<file path="src/pq_pkg.sv">
// Package: shared constants and types for the playlist queue.
package pq_pkg;

  localparam int unsigned Entries = 64;
  localparam int unsigned IdW     = 6;
  localparam int unsigned DurW    = 16;
  localparam int unsigned LenW    = 7;
  localparam int unsigned TotW    = 23;
  localparam int unsigned OutTotW = 22;
  localparam int unsigned MaxRes  = 64;

  localparam logic [2:0] OpRegister = 3'd0;
  localparam logic [2:0] OpEnqueue  = 3'd1;
  localparam logic [2:0] OpPlay     = 3'd2;
  localparam logic [2:0] OpRecent   = 3'd3;
  localparam logic [2:0] OpDelete   = 3'd4;

  localparam logic [1:0] StOk       = 2'd0;
  localparam logic [1:0] StExists   = 2'd1;
  localparam logic [1:0] StUnknown  = 2'd2;
  localparam logic [1:0] StEmpty    = 2'd3;

  typedef struct packed {
    logic [2:0]      opcode;
    logic [IdW-1:0]  song_id;
    logic [DurW-1:0] duration;
    logic [6:0]      count_asked;
  } cmd_t;

  typedef struct packed {
    logic [1:0]         status;
    logic [IdW-1:0]     result_song;
    logic               result_valid;
    logic               last;
    logic [OutTotW-1:0] queue_total;
    logic [IdW-1:0]     front_song;
    logic               front_valid;
  } res_t;

  // One entry of the main memory: duration and all four links.
  typedef struct packed {
    logic [DurW-1:0] dur;
    logic [IdW-1:0]  qn;
    logic [IdW-1:0]  qp;
    logic [IdW-1:0]  hn;
    logic [IdW-1:0]  hp;
  } ent_t;

  // Field select masks for a partial write.
  typedef struct packed {
    logic dur;
    logic qn;
    logic qp;
    logic hn;
    logic hp;
  } wmask_t;

endpackage

</file>
<file path="src/pq_if.sv">
// Interfaces: command and result channels.
interface pq_cmd_if;
  logic         valid;
  logic         ready;
  pq_pkg::cmd_t data;
  modport source (output valid, output data, input ready);
  modport sink   (input valid, input data, output ready);
endinterface

interface pq_res_if;
  logic         valid;
  logic         ready;
  pq_pkg::res_t data;
  modport source (output valid, output data, input ready);
  modport sink   (input valid, input data, output ready);
endinterface

</file>
<file path="src/playlist_queue_with_mru_history.sv">
// Top level: playlist registry, FIFO play queue and MRU history list.
//
//  channel | dir | payload                                   | transfer
//  cmd     | in  | opcode, song_id, duration, count_asked    | valid & ready
//  res     | out | status, result_song/valid, last, totals    | valid & ready
//
// One command at a time, sequenced around the entry memory (one read port, one
// write port, registered read); neighbour links are written one per cycle.
// Register, errors and no-ops go straight to S_OUT; enqueue passes S_RD, S_PUSH,
// S_PUSH2; delete S_RD and the unlink states S_QP to S_HN; play S_RD, the unlink
// states, then S_PUSH and S_PUSH2; recent alternates S_WALK and S_WOUT.
// Reset clears flags, list pointers, lengths and total; the memory is not
// cleared, every entry is written before it is read. A waiting result blocks
// the command input and pauses a recent listing.
module playlist_queue_with_mru_history (
  input logic       clk_i,
  input logic       rst_ni,
  pq_cmd_if.sink    cmd,
  pq_res_if.source  res
);
  localparam int unsigned IdW = pq_pkg::IdW;
  localparam logic [pq_pkg::LenW-1:0] LenOne = pq_pkg::LenW'(1);

  localparam logic [3:0] S_IDLE  = 4'd0;
  localparam logic [3:0] S_RD    = 4'd1;  // wait on read of target entry
  localparam logic [3:0] S_QP    = 4'd2;  // fix queue prev's next
  localparam logic [3:0] S_QN    = 4'd3;  // fix queue next's prev
  localparam logic [3:0] S_HP    = 4'd4;  // fix history prev's next
  localparam logic [3:0] S_HN    = 4'd5;  // fix history next's prev
  localparam logic [3:0] S_PUSH  = 4'd6;  // push to history front / queue back
  localparam logic [3:0] S_PUSH2 = 4'd7;
  localparam logic [3:0] S_OUT   = 4'd8;
  localparam logic [3:0] S_WALK  = 4'd9;  // recent: wait on read
  localparam logic [3:0] S_WOUT  = 4'd10; // recent: present one entry

  logic [3:0] state_q, state_d;
  pq_pkg::cmd_t cmd_q, cmd_d;

  logic [pq_pkg::Entries-1:0] reg_q, reg_d, qd_q, qd_d, hi_q, hi_d;
  logic [IdW-1:0] qh_q, qh_d, qt_q, qt_d, hh_q, hh_d, ht_q, ht_d;
  logic [pq_pkg::LenW-1:0] ql_q, ql_d, hl_q, hl_d;
  logic [pq_pkg::TotW-1:0] tot_q, tot_d;

  pq_pkg::ent_t ent_q, ent_d;        // latched links of target
  logic [IdW-1:0] sid_q, sid_d;      // target entry
  logic was_q_q, was_q_d, was_h_q, was_h_d;
  logic [pq_pkg::LenW-1:0] cnt_q, cnt_d;
  logic [IdW-1:0] cur_q, cur_d;

  pq_pkg::res_t out_q, out_d;
  logic ov_q, ov_d;

  logic re;
  logic [IdW-1:0] raddr;
  pq_pkg::ent_t rdata, wdata;
  logic we;
  logic [IdW-1:0] waddr;
  pq_pkg::wmask_t wmask;

  pq_mem u_mem (
    .clk_i, .re_i(re), .raddr_i(raddr), .rdata_o(rdata),
    .we_i(we), .waddr_i(waddr), .wmask_i(wmask), .wdata_i(wdata)
  );

  assign cmd.ready = (state_q == S_IDLE) && !ov_q;
  assign res.valid = ov_q;
  assign res.data  = out_q;

  always_comb begin
    logic [pq_pkg::LenW-1:0] ask;
    ask = (cmd.data.count_asked > 7'(pq_pkg::MaxRes)) ? 7'(pq_pkg::MaxRes)
                                                      : cmd.data.count_asked;
    state_d = state_q; cmd_d = cmd_q;
    reg_d = reg_q; qd_d = qd_q; hi_d = hi_q;
    qh_d = qh_q; qt_d = qt_q; hh_d = hh_q; ht_d = ht_q;
    ql_d = ql_q; hl_d = hl_q; tot_d = tot_q;
    ent_d = ent_q; sid_d = sid_q; was_q_d = was_q_q; was_h_d = was_h_q;
    cnt_d = cnt_q; cur_d = cur_q;
    out_d = out_q; ov_d = ov_q;
    re = 1'b0; raddr = sid_q;
    we = 1'b0; waddr = sid_q; wmask = '0; wdata = '0;

    if (ov_q && res.ready) ov_d = 1'b0;

    // Default result frame: filled in at S_OUT / S_WOUT.
    case (state_q)
      S_IDLE: begin
        if (cmd.valid && !ov_q) begin
          cmd_d = cmd.data;
          sid_d = cmd.data.song_id;
          out_d.status = pq_pkg::StOk;
          out_d.result_song = '0;
          out_d.result_valid = 1'b0;
          state_d = S_OUT;
          case (cmd.data.opcode)
            pq_pkg::OpRegister: begin
              if (reg_q[cmd.data.song_id]) begin
                out_d.status = pq_pkg::StExists;
              end else begin
                reg_d[cmd.data.song_id] = 1'b1;
                qd_d[cmd.data.song_id] = 1'b0;
                hi_d[cmd.data.song_id] = 1'b0;
                we = 1'b1; waddr = cmd.data.song_id;
                wmask.dur = 1'b1; wdata.dur = cmd.data.duration;
              end
            end
            pq_pkg::OpEnqueue: begin
              if (!reg_q[cmd.data.song_id]) begin
                out_d.status = pq_pkg::StUnknown;
              end else if (!qd_q[cmd.data.song_id]) begin
                re = 1'b1; raddr = cmd.data.song_id;
                state_d = S_RD;
              end
            end
            pq_pkg::OpPlay: begin
              if (ql_q == '0) begin
                out_d.status = pq_pkg::StEmpty;
              end else begin
                sid_d = qh_q;
                re = 1'b1; raddr = qh_q;
                state_d = S_RD;
              end
            end
            pq_pkg::OpRecent: begin
              cnt_d = (ask > hl_q) ? hl_q : ask;
              if (((ask > hl_q) ? hl_q : ask) != '0) begin
                cur_d = hh_q;
                re = 1'b1; raddr = hh_q;
                state_d = S_WALK;
              end
            end
            pq_pkg::OpDelete: begin
              if (reg_q[cmd.data.song_id]) begin
                re = 1'b1; raddr = cmd.data.song_id;
                state_d = S_RD;
              end
            end
            default: ;
          endcase
        end
      end

      S_RD: begin
        ent_d = rdata;
        was_q_d = qd_q[sid_q];
        was_h_d = hi_q[sid_q];
        state_d = (cmd_q.opcode == pq_pkg::OpEnqueue) ? S_PUSH : S_QP;
      end

      // Queue unlink: head moves on, or the prev entry skips the target.
      S_QP: begin
        state_d = S_QN;
        if (was_q_q) begin
          qd_d[sid_q] = 1'b0;
          tot_d = tot_q - pq_pkg::TotW'(ent_q.dur);
          if (ql_q != '0) ql_d = ql_q - LenOne;
          if (sid_q == qh_q) begin
            qh_d = ent_q.qn;
          end else begin
            we = 1'b1; waddr = ent_q.qp; wmask.qn = 1'b1; wdata.qn = ent_q.qn;
          end
        end
      end

      S_QN: begin
        state_d = S_HP;
        if (was_q_q) begin
          if (sid_q == qt_q) begin
            qt_d = ent_q.qp;
          end else begin
            we = 1'b1; waddr = ent_q.qn; wmask.qp = 1'b1; wdata.qp = ent_q.qp;
          end
        end
      end

      // History unlink, same pattern.
      S_HP: begin
        state_d = S_HN;
        if (was_h_q) begin
          hi_d[sid_q] = 1'b0;
          if (hl_q != '0) hl_d = hl_q - LenOne;
          if (sid_q == hh_q) begin
            hh_d = ent_q.hn;
          end else begin
            we = 1'b1; waddr = ent_q.hp; wmask.hn = 1'b1; wdata.hn = ent_q.hn;
          end
        end
      end

      S_HN: begin
        state_d = (cmd_q.opcode == pq_pkg::OpPlay) ? S_PUSH : S_OUT;
        if (was_h_q) begin
          if (sid_q == ht_q) begin
            ht_d = ent_q.hp;
          end else begin
            we = 1'b1; waddr = ent_q.hn; wmask.hp = 1'b1; wdata.hp = ent_q.hp;
          end
        end
        if (cmd_q.opcode == pq_pkg::OpDelete) reg_d[sid_q] = 1'b0;
      end

      // Enqueue: old tail's next. Play: old history head's prev.
      S_PUSH: begin
        state_d = S_PUSH2;
        if (cmd_q.opcode == pq_pkg::OpEnqueue) begin
          if (ql_q == '0) begin
            qh_d = sid_q;
          end else begin
            we = 1'b1; waddr = qt_q; wmask.qn = 1'b1; wdata.qn = sid_q;
          end
        end else begin
          if (hl_q == '0) begin
            ht_d = sid_q;
          end else begin
            we = 1'b1; waddr = hh_q; wmask.hp = 1'b1; wdata.hp = sid_q;
          end
        end
      end

      // Target's own link, then pointers and counts.
      S_PUSH2: begin
        state_d = S_OUT;
        if (cmd_q.opcode == pq_pkg::OpEnqueue) begin
          if (ql_q != '0) begin
            we = 1'b1; wmask.qp = 1'b1; wdata.qp = qt_q;
          end
          qt_d = sid_q; ql_d = ql_q + LenOne; qd_d[sid_q] = 1'b1;
          tot_d = tot_q + pq_pkg::TotW'(ent_q.dur);
        end else begin
          if (hl_q != '0) begin
            we = 1'b1; wmask.hn = 1'b1; wdata.hn = hh_q;
          end
          hh_d = sid_q; hl_d = hl_q + LenOne; hi_d[sid_q] = 1'b1;
          out_d.result_song = sid_q;
          out_d.result_valid = 1'b1;
        end
      end

      S_OUT: begin
        out_d.last = 1'b1;
        out_d.queue_total = tot_q[pq_pkg::OutTotW-1:0];
        out_d.front_valid = (ql_q != '0);
        out_d.front_song = (ql_q != '0) ? qh_q : '0;
        ov_d = 1'b1;
        state_d = S_IDLE;
      end

      S_WALK: begin
        ent_d = rdata;
        state_d = S_WOUT;
      end

      S_WOUT: begin
        if (!ov_q) begin
          out_d.status = pq_pkg::StOk;
          out_d.result_song = cur_q;
          out_d.result_valid = 1'b1;
          out_d.last = (cnt_q == LenOne);
          out_d.queue_total = tot_q[pq_pkg::OutTotW-1:0];
          out_d.front_valid = (ql_q != '0);
          out_d.front_song = (ql_q != '0) ? qh_q : '0;
          ov_d = 1'b1;
          cnt_d = cnt_q - LenOne;
          if (cnt_q == LenOne) begin
            state_d = S_IDLE;
          end else begin
            cur_d = ent_q.hn;
            re = 1'b1; raddr = ent_q.hn;
            state_d = S_WALK;
          end
        end
      end

      default: state_d = S_IDLE;
    endcase
  end

  always_ff @(posedge clk_i or negedge rst_ni) begin
    if (!rst_ni) begin
      state_q <= S_IDLE;
      reg_q <= '0; qd_q <= '0; hi_q <= '0;
      qh_q <= '0; qt_q <= '0; hh_q <= '0; ht_q <= '0;
      ql_q <= '0; hl_q <= '0; tot_q <= '0;
      ov_q <= 1'b0;
    end else begin
      state_q <= state_d;
      reg_q <= reg_d; qd_q <= qd_d; hi_q <= hi_d;
      qh_q <= qh_d; qt_q <= qt_d; hh_q <= hh_d; ht_q <= ht_d;
      ql_q <= ql_d; hl_q <= hl_d; tot_q <= tot_d;
      ov_q <= ov_d;
    end
  end

  always_ff @(posedge clk_i) begin
    cmd_q <= cmd_d; ent_q <= ent_d; sid_q <= sid_d;
    was_q_q <= was_q_d; was_h_q <= was_h_d;
    cnt_q <= cnt_d; cur_q <= cur_d; out_q <= out_d;
  end
endmodule

</file>
<file path="src/pq_mem.sv">
// Entry memory: one read port, one write port with per-field mask, registered read.
module pq_mem (
  input  logic                          clk_i,
  input  logic                          re_i,
  input  logic [pq_pkg::IdW-1:0]        raddr_i,
  output pq_pkg::ent_t                  rdata_o,
  input  logic                          we_i,
  input  logic [pq_pkg::IdW-1:0]        waddr_i,
  input  pq_pkg::wmask_t                wmask_i,
  input  pq_pkg::ent_t                  wdata_i
);
  logic [pq_pkg::DurW-1:0] dur_mem [pq_pkg::Entries];
  logic [pq_pkg::IdW-1:0]  qn_mem  [pq_pkg::Entries];
  logic [pq_pkg::IdW-1:0]  qp_mem  [pq_pkg::Entries];
  logic [pq_pkg::IdW-1:0]  hn_mem  [pq_pkg::Entries];
  logic [pq_pkg::IdW-1:0]  hp_mem  [pq_pkg::Entries];

  always_ff @(posedge clk_i) begin
    if (we_i) begin
      if (wmask_i.dur) dur_mem[waddr_i] <= wdata_i.dur;
      if (wmask_i.qn)  qn_mem[waddr_i]  <= wdata_i.qn;
      if (wmask_i.qp)  qp_mem[waddr_i]  <= wdata_i.qp;
      if (wmask_i.hn)  hn_mem[waddr_i]  <= wdata_i.hn;
      if (wmask_i.hp)  hp_mem[waddr_i]  <= wdata_i.hp;
    end
    if (re_i) begin
      rdata_o.dur <= dur_mem[raddr_i];
      rdata_o.qn  <= qn_mem[raddr_i];
      rdata_o.qp  <= qp_mem[raddr_i];
      rdata_o.hn  <= hn_mem[raddr_i];
      rdata_o.hp  <= hp_mem[raddr_i];
    end
  end
endmodule

</file>
<file path="src/flat_wrapper.sv">
// flat-port wrapper written by rule: the top's interface ports become plain ports
module playlist_queue_with_mru_history_flat 
  (clk_i, rst_ni, cmd_valid, cmd_data, cmd_ready, res_valid, res_data, res_ready);
  pq_cmd_if cmd_i ();
  pq_res_if res_i ();
  input logic clk_i;
  input logic rst_ni;
  input wire logic [$bits(cmd_i.valid)-1:0] cmd_valid;
  input wire logic [$bits(cmd_i.data)-1:0] cmd_data;
  output wire logic [$bits(cmd_i.ready)-1:0] cmd_ready;
  output wire logic [$bits(res_i.valid)-1:0] res_valid;
  output wire logic [$bits(res_i.data)-1:0] res_data;
  input wire logic [$bits(res_i.ready)-1:0] res_ready;
  assign cmd_i.valid = cmd_valid;
  assign cmd_i.data = cmd_data;
  assign cmd_ready = cmd_i.ready;
  assign res_valid = res_i.valid;
  assign res_data = res_i.data;
  assign res_i.ready = res_ready;
  playlist_queue_with_mru_history u_core (.clk_i(clk_i), .rst_ni(rst_ni), .cmd(cmd_i), .res(res_i));
endmodule
</file>
<file path="config.mk">
export PLATFORM = sky130hd
export DESIGN_NAME = playlist_queue_with_mru_history_flat
export DESIGN_NICKNAME = d
export VERILOG_FILES = /design/src/pq_pkg.sv /design/src/pq_if.sv /design/src/playlist_queue_with_mru_history.sv /design/src/pq_mem.sv /design/src/flat_wrapper.sv
export SDC_FILE = /design/constraint.sdc
export NUM_CORES = 2
export LEC_CHECK = 0
export BUFFER_PORTS_ARGS = -buffer_cell sky130_fd_sc_hd__clkbuf_2
export CAP_MARGIN = 5
export CORE_AREA = 2 2 449 451
export DETAILED_ROUTE_END_ITERATION = 8
export DIE_AREA = 0 0 451 453
export PLACE_DENSITY_LB_ADDON = 0.15
export SKIP_LAST_GASP = 1
export SYNTH_ARGS = -nofsm -noshare
export SYNTH_HDL_FRONTEND = slang
export SYNTH_SLANG_ARGS = --single-unit
</file>
<file path="constraint.sdc">
create_clock -name clk_i -period 6.74 [get_ports clk_i]
set_clock_uncertainty 0.15 [all_clocks]
set_input_delay 1.348 -clock clk_i [delete_from_list [all_inputs] [get_ports clk_i]]
set_output_delay 1.348 -clock clk_i [all_outputs]
set_load 0.01 [all_outputs]
</file>
; ---- Word level (Yosys, flattened, before mapping)
; Memories as Yosys holds them, arrays and structs flattened. A register that Yosys moved wholly into a read port is not among the register bits.
; Index checks and enable logic that the tools add are counted.
; Widths: inputs -> output; s select.
[totals]
reg_bits = 361
latchBits = 0
ram_bits = 2560
romBits = 0
in_bits = 36
elab_cells = 342
mem_count = 5
[mem_list]
columns = memory, depth, width, rd, rd_ports_with_merged_regs, wr, line_no
row1 = u_core.u_mem.dur_mem, 64, 16, 1, 1, 1, pq_mem.sv:12  ; logic [pq_pkg::DurW-1:0] dur_mem [pq_pkg::Entries];
row2 = u_core.u_mem.hn_mem, 64, 6, 1, 1, 1, pq_mem.sv:15  ; logic [pq_pkg::IdW-1:0] hn_mem [pq_pkg::Entries];
row3 = u_core.u_mem.hp_mem, 64, 6, 1, 1, 1, pq_mem.sv:16  ; logic [pq_pkg::IdW-1:0] hp_mem [pq_pkg::Entries];
row4 = u_core.u_mem.qn_mem, 64, 6, 1, 1, 1, pq_mem.sv:13  ; logic [pq_pkg::IdW-1:0] qn_mem [pq_pkg::Entries];
row5 = u_core.u_mem.qp_mem, 64, 6, 1, 1, 1, pq_mem.sv:14  ; logic [pq_pkg::IdW-1:0] qp_mem [pq_pkg::Entries];
[op_classes]
addsub = 7
n_mul = 0
div = 0
magnitude_cmp = 6
eq_ne = 45
n_shift = 0
mux = 197
n_bitwise = 10
n_reduce_logical = 42
[ops]
columns = operator, count
row1 = $mux 64, 14
row2 = $pmux 64 s3, 2
row3 = $mux 6, 59
row4 = $and 64x64->64, 5
row5 = $or 64x64->64, 3
row6 = $not 64->64, 2
row7 = $pmux 64 s2, 1
row8 = $pmux 6 s2, 10
row9 = $mux 7, 12
row10 = $mux 16, 4
row11 = $pmux 30 s2, 1
row12 = $mux 1, 54
row13 = $mux 23, 2
row14 = $pmux 23 s2, 1
row15 = $pmux 7 s2, 3
row16 = $pmux 4 s10, 1
row17 = $mux 39, 1
row18 = $pmux 6 s6, 1
row19 = $mux 4, 8
row20 = $ne 2x1->1 const B, 14
row21 = $reduce_and 4->1, 7
row22 = $bmux 1 s6, 4
row23 = $eq 6x6->1, 4
row24 = $pmux 6 s4, 1
row25 = 41 further kinds, 93

; ---- Depth between registers and ports, before layout
[logic_depth]
ltp_word = 10
depth_mapped = 23
depth_no_buf = 19

; ---- Modules after synthesis
; A second synthesis with hierarchy kept.
[unflattened]
cells_unflattened = 7085
hier_area_um2 = 121745.5
[modules_own_cells]
columns = module, instances, cells_per_inst, area_each_um2, seq_area_each_um2
row1 = pq_mem, 1, 4504, 99610.5, 78074.9
row2 = playlist_queue_with_mru_history, 1, 2581, 22135.0, 9524.1

; ---- Worst setup path before layout
; Ideal clock, no wire load.
[synth_path]
path_type = input to register
startpoint = input port cmd_data[23]
endpoint = register u_core.u_mem.rdata_o[0] (netlist name)
setup_time_ns = 0.451
arrival_ns = 5.442
setup_slack_ns = 0.698
path_stages = 13
n_path_buf = 3
cell_sequence = buf_6 -> buf_6 -> buf_2 -> mux2_1 -> a22oi_1 -> o221ai_1 -> a211oi_1 -> a31oi_2 -> nor3_4 -> o311ai_0 -> inv_1 -> nand2_1 -> a21oi_1
[synth_between]
elab_chain_cells = 7
elab_cells_between_ends = 16
cone_classes = mux (16)
[synth_rtl]
columns = item, line_no
row1 = "start, declared", flat_wrapper.sv:9  ; input wire logic [$bits(cmd_i.data)-1:0] cmd_data;
row2 = $bmux 1 s6, playlist_queue_with_mru_history.sv:110  ; end else if (!qd_q[cmd.data.song_id]) begin
row3 = $mux 1 (not written as such), playlist_queue_with_mru_history.sv:110
row4 = $mux 1, playlist_queue_with_mru_history.sv:110
row5 = $mux 1, playlist_queue_with_mru_history.sv:108  ; if (!reg_q[cmd.data.song_id]) begin
row6 = $pmux 1 s4 *, playlist_queue_with_mru_history.sv:95  ; case (cmd.data.opcode)
row7 = $mux 1 *, playlist_queue_with_mru_history.sv:88  ; if (cmd.valid && !ov_q) begin
row8 = $pmux 1 s2 *, playlist_queue_with_mru_history.sv:86  ; case (state_q)
row9 = named net u_core.re, playlist_queue_with_mru_history.sv:53  ; logic re;
; The timed path passes the listed nets; every way through them passes the cells marked *. The select of a mux whose other input is x is not followed.
; A chain may end at the register's enable or synchronous reset.

; ---- Worst setup path after layout
[layout_path]
startpoint = input port cmd_data[23]
endpoint = register u_core.u_mem.rdata_o[38] (netlist name)
[layout_between]
elab_chain_cells = 7
elab_cells_between_ends = 16
cone_classes = mux (16)
[layout_rtl]
columns = item, line_no
row1 = $bmux 1 s6, playlist_queue_with_mru_history.sv:110
row2 = $mux 1 (not written as such), playlist_queue_with_mru_history.sv:110
row3 = $mux 6 or $mux 1 (tied branches), playlist_queue_with_mru_history.sv:110
row4 = $mux 6 or $mux 1 (tied branches), playlist_queue_with_mru_history.sv:108
row5 = $pmux 6 s4 or $pmux 1 s4 (tied branches), playlist_queue_with_mru_history.sv:95
row6 = $mux 6 or $mux 1 (tied branches), playlist_queue_with_mru_history.sv:88
row7 = $pmux 6 s2 or $pmux 1 s2 (tied branches), playlist_queue_with_mru_history.sv:86
; Several ways; a longest one is shown, not always the timed one. The select of a mux whose other input is x is not followed.

==> impl_metrics.tcl <==
set metrics [dict create \
    status "completed" \
    cpMostUsedCell "buf_4" \
    cts_max_path_buffers 4 \
    area_growth_pct 16.54 \
    setup_viol 0 \
    finalCritPeriodShare 0.9636 \
    holdBufCountCts 0 \
    utilization 0.7315 \
    reg2reg_to "u_core.u_mem.rdata_o[25]" \
    ys.flop_type "edfxtp_1" \
    synthTopCellsByCount "2703 x edfxtp_1, 1711 x nand2_1, 643 x a21oi_1, 642 x mux2i_1, 508 x nor2_1" \
    vias_per_cell 6.862 \
    leakagePower_uw 0.05144 \
    yosys_warnings 0 \
    clock_sinks 2960 \
    synth.area.top_cells "edfxtp_1 65%, dfrtp_1 5.1%, mux2i_1 5.1%" \
    rsz0062_at_grt "no" \
    critPathRequiredTime_ps 7270 \
    cp_slowest_cell "nor4_1" \
    synth_top_area_share 0.6490 \
    reg2reg_depth 17 \
    die-area_mm2 0.2043 \
    cp_num_buf_inv 8 \
    cp_top_family "compound AO/OA/AOI/OAI gates" \
    fmax_mhz 154.0 \
    async_flop_share 0.08682 \
    layout-drive-gt1-share 0.1690 \
    cts_buffers 315 \
    post_cts_buffers 0 \
    die_h_um 453 \
    dieWidth_um 451 \
    dpl-instance-area_mm2 0.1363 \
    antenna_left 0 \
    worst-path-stages 21 \
    grt_usage 0.3980 \
    fin_ws_ps 245.1 \
    critPathMaxStageDelay_ps 820 \
    cts_tree "built" \
    core_mm2 0.1992 \
    min_period_ps 6495 \
    maxCapViolCount 0 \
    synth.distinct_cells 94 \
    final_max_slew_viol_count 0 \
    stdcell_area_mm2 0.1458 \
    place_ws_ps -439.6 \
    vias 91130 \
    initial_core_util 0.6277 \
    cts.htree.levels 5 \
    peakVddDrop_mv 0.5328 \
    r2r_setup_slack_ps 660 \
    avgRoutedWirePerCell_um 30.93 \
    clk_latency_ps 950 \
    whs_ps 249.2 \
    routabilityCongestion 0.9935 \
    worstSetupPathType "primary input to flop" \
    ys_ff_latch 2960 \
    hold_path.class "primary input to asynchronous set/reset pin" \
    rr_startpoint "u_core.hl_q[4]" \
    syn_area_mm2 0.1251 \
    first_pass_iters 7 \
    start_kind "primary input" \
    clkTransAtPathRegs_ps 60 \
    nets 10472 \
    synth-edff-count 2703 \
    yosysMostFrequentCell "edfxtp_1" \
    worstPathArrival_ps 7020 \
    cts_root_buf "clkbuf_16" \
    grt_antenna_before_repair 30 \
    pin_count 77 \
    synthesis.nets 9714 \
    cp-end-kind "flop" \
    rows 164 \
    worst_slew_pin_slew_ps 1395 \
    grt_pass1_vias 87995 \
    cp_max_fo 31 \
    synth_top_cell_by_area "edfxtp_1" \
    grt_max_degree 118 \
    startpoint "cmd_data[23]" \
    overflow 0 \
    drt_iter0_drc 15803 \
    cts-resized-gates 0 \
    p_per_area_mw_per_mm2 467.2 \
    crit_path_end "u_core.u_mem.rdata_o[38]" \
    worstPathCellList "clkbuf_2 > buf_12 > buf_4 > mux2_1 > a22oi_1 > o221ai_1 > a211oi_1 > buf_4 > a31oi_2 > o311a_1 > buf_4 > a31oi_4 > nand2_4 > nand2_4 > buf_12 > o22ai_1 > nor4_1 > buf_4 > nor3_1 > buf_4 > or4_1" \
    relSlewSlack 0.06652 \
    syn_avg_cell_area_um2 12.98 \
    drc 0 \
    ys_seq_area_frac 0.7004 \
    synthCells 9634 \
    grt_pass1_wl_mm 595.0 \
    hold_viol_final 0 \
    dpl.hpwl_mm 265.1 \
    wl_mm 410.7 \
    port_buffers 76 \
]
cells in the final DEF (no fill, tap or decap), types with 60 or more instances in the layout:
cell type / netlist / routed
a22oi_1: 92 / 92
clkinv_1: 3 / 65
o22ai_1: 199 / 199
dfrtp_1: 257 / 257
nor4_1: 115 / 113
nand2_1: 1711 / 1696
nand3_1: 392 / 391
clkbuf_1: 437 / 78
mux2i_1: 642 / 642
a21oi_1: 643 / 641
buf_4: 36 / 911
edfxtp_1: 2703 / 2703
clkbuf_16: 0 / 320
nor3_1: 159 / 139
a31oi_1: 162 / 160
clkbuf_2: 1 / 75
buf_12: 0 / 164
nor2_1: 508 / 458
a311oi_1: 76 / 76
xnor2_1: 60 / 60
o21ai_0: 350 / 350
metrics by stage:
stage               std cells  setup TNS [ps]  power [uW]
floorplan                9634               0       37230
global placement        12730           -2080       50480
detailed placement      12730           -3079       51010
CTS                     13265               0       67170
global route            13268               0       70010
finish                  13280               0       68090
cells by family after synthesis:
| kind of cell | synth area share |
|---|---|
| adders and majority gates | 0.004582 |
| AOI/OAI and AO/OA | 0.09570 |
| xor gates and xnor gates | 0.005462 |
| buffers and inverters | 0.02613 |
| DFF | 0.7004 |
| muxes | 0.05750 |
| and+or+nand+nor | 0.1102 |
how the worst min path moves through the flow:
stage	slack, ps	end	cells after the start	from
2_1_floorplan	250	u_core.ent_q[0]	0	u_core.u_mem.rdata_o[0]
3_3_place_gp	260	u_core.ent_q[15]	0	u_core.u_mem.rdata_o[15]
3_5_place_dp	260	u_core.ent_q[15]	0	u_core.u_mem.rdata_o[15]
4_1_cts	240	u_core.reg_q[43]	1	rst_ni
5_1_grt	270	u_core.reg_q[43]	1	rst_ni
6_report	250	u_core.reg_q[23]	1	rst_ni
final cells by class:
type / instances / area (um2)
sequential: 2960 / 87600
clock inverter: 134 / 1044
antenna: 14 / 35.03
multi-input combinational: 5928 / 34760
timing repair buffer: 1152 / 10520
clock buffer: 401 / 8342
inverter: 35 / 132.6
fill: 12600 / 53490
tap: 2656 / 3323
routing by layer:
layer,vias to the layer above,GRT usage,wire [um]
li1,37801,-,-
met2,7302,0.5924,181700
met1,44518,0.5420,146700
met3,1489,0.1124,57970
met5,-,0,120
met4,20,0.2002,24140
state kept, by name (all words and copies together), names as in the netlist, 7 cells and up:
signal,count
u_core.ql_q,7
u_core.u_mem.rdata_o,40
u_core.u_mem.qn_mem,384
u_core.u_mem.dur_mem,1024
u_core.res.data,39
u_core.u_mem.hn_mem,384
u_core.tot_q,22
u_core.cnt_q,7
u_core.reg_q,64
u_core.u_mem.hp_mem,384
u_core.u_mem.qp_mem,384
u_core.ent_q,40
u_core.qd_q,64
u_core.hi_q,64
u_core.hl_q,7
where the power goes:
part           switching [uW]  internal, uW
Sequential                743         21100
Clock                    6960          9280
Combinational           19300         10700
Total                   27000         41000
(Power assumes the default switching activity.)
